==> src/tlgs_pkg.sv <==
// Shared types and constants of the toroidal life generation step block.
package tlgs_pkg;

    localparam int GRID_COLS = 256;
    localparam int GRID_ROWS = 128;

    localparam int COL_W  = $clog2(GRID_COLS);
    localparam int ROW_W  = $clog2(GRID_ROWS);
    localparam int CCFG_W = 9;
    localparam int RCFG_W = 8;
    localparam int CIDX_W = 2;
    localparam int CDAT_W = 9;
    localparam int MIN_SIZE = 3;

    localparam logic [CIDX_W-1:0] CFG_COLS   = 2'd0;
    localparam logic [CIDX_W-1:0] CFG_ROWS   = 2'd1;
    localparam logic [CIDX_W-1:0] CFG_PAUSED = 2'd2;

    localparam logic [CCFG_W-1:0] COLS_RESET = 9'd160;
    localparam logic [RCFG_W-1:0] ROWS_RESET = 8'd90;

    typedef logic [GRID_COLS-1:0] t_row;

    typedef enum logic [1:0] {
        OP_WRITE = 2'd0,
        OP_READ  = 2'd1,
        OP_GEN   = 2'd2,
        OP_NONE  = 2'd3
    } t_op;

    typedef enum logic [2:0] {
        ST_IDLE,
        ST_CELL,
        ST_GEN_LAST,
        ST_GEN_FIRST,
        ST_GEN_ROW,
        ST_PUT
    } t_state;

    typedef struct packed {
        logic             rd_en;
        logic [ROW_W-1:0] rd_addr;
        logic             wr_en;
        logic [ROW_W-1:0] wr_addr;
        t_row             wr_data;
    } t_mem_req;

endpackage

==> src/tlgs_row_calc.sv <==
// One row of the B3/S23 update, one lane per column, wrapping at the active width.
module tlgs_row_calc (
    input  tlgs_pkg::t_row                 i_prev,
    input  tlgs_pkg::t_row                 i_cur,
    input  tlgs_pkg::t_row                 i_next,
    input  logic [tlgs_pkg::CCFG_W-1:0]    i_cols,
    output tlgs_pkg::t_row                 o_row
);
    import tlgs_pkg::*;

    logic [COL_W-1:0] col_last;
    logic             prev_edge;
    logic             cur_edge;
    logic             next_edge;

    assign col_last  = COL_W'(i_cols - CCFG_W'(1));
    assign prev_edge = i_prev[col_last];
    assign cur_edge  = i_cur[col_last];
    assign next_edge = i_next[col_last];

    for (genvar c = 0; c < GRID_COLS; c++) begin : g_lane
        logic       pl, cl, nl, pr, cr, nr;
        logic [3:0] count;
        logic       rule;

        if (c == 0) begin : g_left_wrap
            assign pl = prev_edge;
            assign cl = cur_edge;
            assign nl = next_edge;
        end else begin : g_left
            assign pl = i_prev[c-1];
            assign cl = i_cur[c-1];
            assign nl = i_next[c-1];
        end

        if (c == GRID_COLS - 1) begin : g_right_wrap
            assign pr = i_prev[0];
            assign cr = i_cur[0];
            assign nr = i_next[0];
        end else begin : g_right
            logic is_last;

            assign is_last = (col_last == COL_W'(c));
            assign pr = is_last ? i_prev[0] : i_prev[c+1];
            assign cr = is_last ? i_cur[0]  : i_cur[c+1];
            assign nr = is_last ? i_next[0] : i_next[c+1];
        end

        assign count = 4'(pl) + 4'(i_prev[c]) + 4'(pr) + 4'(cl) + 4'(cr)
                     + 4'(nl) + 4'(i_next[c]) + 4'(nr);
        assign rule  = (count == 4'd3) || (i_cur[c] && (count == 4'd2));
        // columns beyond the active width keep their value
        assign o_row[c] = (CCFG_W'(c) < i_cols) ? rule : i_cur[c];
    end

endmodule
==> config.mk <==
export PLATFORM = sky130hd
export DESIGN_NAME = tlgs_row_calc
export DESIGN_NICKNAME = d
export VERILOG_FILES = /design/src/tlgs_pkg.sv /design/src/tlgs_row_calc.sv
export SDC_FILE = /design/constraint.sdc
export NUM_CORES = 2
export LEC_CHECK = 0
export BUFFER_PORTS_ARGS = -buffer_cell sky130_fd_sc_hd__buf_4
export CAP_MARGIN = 20
export CORE_AREA = 4 4 403 405
export DETAILED_ROUTE_END_ITERATION = 8
export DIE_AREA = 0 0 407 409
export REMOVE_ABC_BUFFERS = 1
export SLEW_MARGIN = 20
export SYNTH_ARGS = -nofsm -noshare
export SYNTH_HDL_FRONTEND = slang
export SYNTH_SLANG_ARGS = --single-unit
==> constraint.sdc <==
create_clock -name vclk -period 10.3
set_input_delay 2.06 -clock vclk [all_inputs]
set_output_delay 2.06 -clock vclk [all_outputs]
set_load 0.005 [all_outputs]
Yosys cells after proc, flatten, opt, wreduce, memory -nomap -nowiden
Cells that the tools add are included.
Widths: inputs -> output; s select.
{"block": "totals", "reg_bits": 0, "input_bits": 777, "output_inout_bits": 256, "word_cells": 4356}
{"block": "classes", "addsub": 1793, "order_cmp": 257, "n_eq_ne": 766, "mux": 1027, "n_reduce_logical": 513}
{"operator": "$add 4x1->4", "count": 1024}
{"operator": "$eq 4x2->1 const B", "count": 512}
{"operator": "$lt 8x9->1 const A", "count": 128}
{"operator": "$add 3x1->4", "count": 256}
{"operator": "$mux 1", "count": 1024}
{"operator": "$eq 8x8->1 const B", "count": 127}
{"operator": "$add 2x1->3", "count": 256}
{"operator": "$lt 7x9->1 const A", "count": 64}
{"operator": "$add 1x1->2", "count": 256}
{"operator": "$eq 8x7->1 const B", "count": 64}
{"operator": "$lt 6x9->1 const A", "count": 32}
{"operator": "$eq 8x6->1 const B", "count": 32}
{"operator": "$logic_and 1x1->1", "count": 256}
{"operator": "$logic_or 1x1->1", "count": 256}
{"operator": "$lt 5x9->1 const A", "count": 16}
{"operator": "$eq 8x5->1 const B", "count": 16}
{"operator": "$lt 4x9->1 const A", "count": 8}
{"operator": "$eq 8x4->1 const B", "count": 8}
{"operator": "$lt 3x9->1 const A", "count": 4}
{"operator": "$eq 8x3->1 const B", "count": 4}
{"operator": "$bmux 1 s8", "count": 3}
{"operator": "$lt 1x9->1 const A", "count": 2}
{"operator": "$lt 2x9->1 const A", "count": 2}
{"operator": "$eq 8x2->1 const B", "count": 2}
{"operator": "4 further kinds", "count": 4}

Longest topological paths before layout
{"block": "depth", "depth_word": 14, "mapped_depth": 27, "depth_no_buf": 20}

Least setup slack after synthesis
Ideal clock, no wire load.
{"block": "synth_timing", "path_kind": "input port to output port", "start": "input i_cols[0] in the netlist's numbering", "end": "output o_row[0]", "t_arrival_ns": 7.857, "slack_ns": 0.383, "stages": 25, "cell_sequence": "buf_6 -> buf_2 -> buf_2 -> clkinv_1 -> ha_1 -> buf_2 -> buf_2 -> buf_2 -> clkbuf_1 -> clkbuf_1 -> mux4_2 -> a22oi_1 -> nand3b_1 -> nand4_1 -> nor4_1 -> fa_1 -> inv_1 -> fa_1 -> fa_1 -> inv_1 -> ha_1 -> fa_1 -> o21ai_0 -> nand2_1 -> a21oi_1"}
{"block": "synth_via", "elab_chain_len": 14, "elab_cells_between_ends": 24}
{"element": "start, declared", "line_no": "tlgs_row_calc.sv:6", "rtl": "input logic [tlgs_pkg::CCFG_W-1:0] i_cols,"}
{"element": "$sub 8x1->8", "line_no": "tlgs_row_calc.sv:16", "rtl": "assign col_last = COL_W'(i_cols - CCFG_W'(1));"}
{"element": "$bmux 1 s8", "line_no": "tlgs_row_calc.sv:17", "rtl": "assign prev_edge = i_prev[col_last];"}
{"element": "$mux 1 (implied by the code)", "line_no": "tlgs_row_calc.sv:17"}
{"element": "$add 1x1->2", "line_no": "tlgs_row_calc.sv:49", "rtl": "assign count = 4'(pl) + 4'(i_prev[c]) + 4'(pr) + 4'(cl) + 4'(cr)"}
{"element": "$add 2x1->3", "line_no": "tlgs_row_calc.sv:49"}
{"element": "$add 3x1->4", "line_no": "tlgs_row_calc.sv:49"}
{"element": "$add 4x1->4", "line_no": "tlgs_row_calc.sv:49"}
{"element": "$add 4x1->4 (3 in series)", "line_no": "tlgs_row_calc.sv:50", "rtl": "+ 4'(nl) + 4'(i_next[c]) + 4'(nr);"}
{"element": "$eq 4x2->1", "line_no": "tlgs_row_calc.sv:51", "rtl": "assign rule = (count == 4'd3) || (i_cur[c] && (count == 4'd2));"}
{"element": "$logic_and 1x1->1", "line_no": "tlgs_row_calc.sv:51"}
{"element": "$logic_or 1x1->1", "line_no": "tlgs_row_calc.sv:51"}
{"element": "$mux 1 (*)", "line_no": "tlgs_row_calc.sv:53", "rtl": "assign o_row[c] = (CCFG_W'(c) < i_cols) ? rule : i_cur[c];"}
{"element": "end, declared", "line_no": "tlgs_row_calc.sv:7", "rtl": "output tlgs_pkg::t_row o_row"}
Every way passes the cells marked *; elsewhere a longest branch is shown, timed or not. The select of a mux whose other input is x is not followed.

Worst setup path after layout
Same ends and word-level chain as after synthesis.

==> results.sh <==
export IMPL_n_clock_buffer=0
export IMPL_multi_input_area_um2=55100
export IMPL_endpoint_kind="output pin"
export IMPL_vias_per_cell=6.05
export IMPL_grt_ovfl_total=0
export IMPL_fin_ws_ns=0.221
export IMPL_syn_inst=6368
export IMPL_syn_area_um2=59000
export IMPL_crit_type="in2out"
export IMPL_core_um2=158000
export IMPL_drtPass1Iterations=6
export IMPL_final_seq_area_um2=0
export IMPL_cap_violations=0
export IMPL_max_stage_delay_ns=0.55
export IMPL_rows=146
export IMPL_critPathRequiredTime_ns=8.24
export IMPL_status="complete, no violations"
export IMPL_gr_usage_all_layers_pct=36.5
export IMPL_dieHeight_um=409
export IMPL_place_hpwl_mm=259
export IMPL_min_period_ns=10.08
export IMPL_hp_start="i_cur[254]"
export IMPL_grt_pass1_vias=58695
export IMPL_port_buffers=1033
export IMPL_cp_startpoint="i_cols[0]"
export IMPL_grt_antenna_before_repair=124
export IMPL_syn_area_per_cell_um2=9.26
export IMPL_drc=0
export IMPL_peakVddDrop_uv=61.2
export IMPL_final_max_slew_viol_count=0
export IMPL_place_gp_congestion=0.982
export IMPL_drive_gt1_share_pct=23.2
export IMPL_worst_path_most_repeated_cell="fa_1"
export IMPL_drtIter0Drc=5344
export IMPL_ys_seq_area_share_pct=0
export IMPL_via_count=57137
export IMPL_yosysUniqueCellTypes=73
export IMPL_max_freq_ghz=0.0992
export IMPL_start_kind="input port"
export IMPL_hold_viol_final=0
export IMPL_min_period_over_period_pct=97.9
export IMPL_grt_setup_unrepaired="no"
export IMPL_ys_warn_count=0
export IMPL_design_seq_count=0
export IMPL_drt_wl_total_mm=310
export IMPL_max_slew_margin_pct=18.8
export IMPL_dp_slack_ns=0.0579
export IMPL_ant_nets=0
export IMPL_fillers=15495
export IMPL_cp_cell_sequence="buf_8 > clkinv_1 > ha_4 > buf_12 > buf_4 > mux4_2 > a22oi_1 > nand3b_1 > nand4_1 > nor4_1 > buf_4 > fa_1 > inv_1 > fa_1 > fa_1 > inv_1 > ha_1 > fa_1 > o21ai_0 > nand2_1 > a21oi_2 > buf_4"
export IMPL_ctsHoldBuffers=0
export IMPL_grt_pass1_wl_mm=434
export IMPL_die_w_um=407
export IMPL_io_pins=1033
export IMPL_arrival_ns=8.02
export IMPL_power_density_nw_per_um2=96.2
export IMPL_final_net_count=9867
export IMPL_worst_path_max_fanout=16
export IMPL_worst_slew_pin_slew_ns=1.21
export IMPL_dieArea_um2=166000
export IMPL_post_route_util_pct=44.2
export IMPL_grt_max_degree=117
export IMPL_p_leak_nw=31.7
export IMPL_syn_to_final_growth_pct=18.7
export IMPL_cp_slowest_cell="fa_1"
export IMPL_min_path_type="in2out"
export IMPL_wl_per_cell_um=32.9
export IMPL_setup_violations=0
export IMPL_start_util_pct=37.2
## worst max-delay path: cells and delay by family
family          cells  cell delay, ns
fa+ha+maj           6            2.63
mux                 1            0.36
simple gates        4            0.65
buf+inv             8            1.37
compound gates      3            0.84
## power breakdown
| part | leakage [nW] | switching, W | internal [W] | total [W] |
|---|---|---|---|---|
| combinational | 31.7 | 0.00385 | 0.00288 | 0.00673 |
| sequential | 0 | 0 | 0 | 0 |
| clock | 0.000486 | 0 | 0.000000000833 | 0.000000000833 |
| total | 31.7 | 0.00385 | 0.00288 | 0.00673 |
## through the flow
| stage | power [W] | instance area [um2] | TNS, ns | hold slack (ns) | cells |
|---|---|---|---|---|---|
| after global routing | 0.00758 | 70000 | 0 | 4.52 | 9420 |
| after CTS | 0.00669 | 69800 | 0 | 4.51 | 9359 |
| final | 0.00673 | 70000 | 0 | 4.50 | 9438 |
| after global placement | 0.00639 | 69800 | 0 | 4.50 | 9359 |
| after detailed placement | 0.00665 | 69800 | 0 | 4.50 | 9359 |
| after floorplan | 0.00391 | 57800 | -382.47 | 4.17 | 6097 |
## metal layers
layer | track usage, % | vias to the layer above | wire length [um]
met1 | 46.0 | 28572 | 118000
met5 | 0 | - | 417
met3 | 9.29 | 899 | 31800
met4 | 23.7 | 66 | 24200
li1 | - | 24140 | -
met2 | 55.4 | 3460 | 136000
## final timing paths
check / endpoint / cells after the start
setup / recovery: o_row[0] / 22
hold / removal: o_row[254] / 4
## final cells by class
class | instances | area share [%]
well taps | 2072 | 3.70
diodes | 75 | 0.268
inverters | 787 | 4.22
multi-input cells | 5310 | 78.6
repair buffers | 1194 | 13.2
## timing repair
| item | 4_1_cts | 5_1_grt |
|---|---|---|
| buffers inserted | 0 | 4 |
| setup endpoints to repair | 0 | 5 |
| resized for setup | 0 | 1 |
## layout by cell type (no fill, tap or decap), types with 51 or more instances in the layout
master   synthesis  final
buf_4           17   1171
fa_1          1024   1024
a21oi_1        888    880
inv_1          786    785
ha_1           773    772
mux2i_1        525    525
nand2_1        499    496
nand3_1        368    367
o21ai_0        368    366
mux4_2         182    182
mux2_2         178    178
nor2_1         180    165
diode_2          0     75
nor2_2          46     51
## Yosys cell counts (all sizes together) (2+ instances only)
cell type,instances,area [um2]
nand2b,14,87.6
a22o,8,70.1
a211oi,3,22.5
nor3b,6,50.1
a21oi,888,4440
a22oi,39,293
nand3b,7,52.6
and2,5,31.3
nand3,369,1850
a21o,13,97.6
mux2,192,2160
inv,786,2950
o2111ai,8,82.6
nor2b,2,12.5
nand4,9,62.6
o31ai,3,22.5
xnor2,5,51.3
mux2i,525,5260
a32oi,8,70.1
o21bai,13,97.6
nor4,3,18.8
or3,8,50.1
nand2,502,1890
o22ai,2,12.5
fa,1024,20500
o211ai,7,71.3
or2,8,50.1
a31o,3,26.3
o21ai,370,1850
buf,96,571
a41o,2,20.0
mux4,185,4180
o31a,2,17.5
nor3,18,126
a311oi,2,17.5
o21a,2,15.0
nor2,245,1200
xor2,2,17.5
clkbuf,175,657
a31oi,18,113
ha,773,9670
and3,8,50.1
## kinds of logic after synthesis
| group | Yosys count | share of synthesized area (%) |
|---|---|---|
| muxes | 902 | 19.7 |
| adders and majority gates | 1797 | 51.1 |
| buffers and inverters | 1058 | 7.09 |
| AOI/OAI and AO/OA | 1396 | 12.6 |
| xor gates and xnor gates | 7 | 0.117 |
| and+or+nand+nor | 1208 | 9.45 |
(Power assumes the default switching activity.)
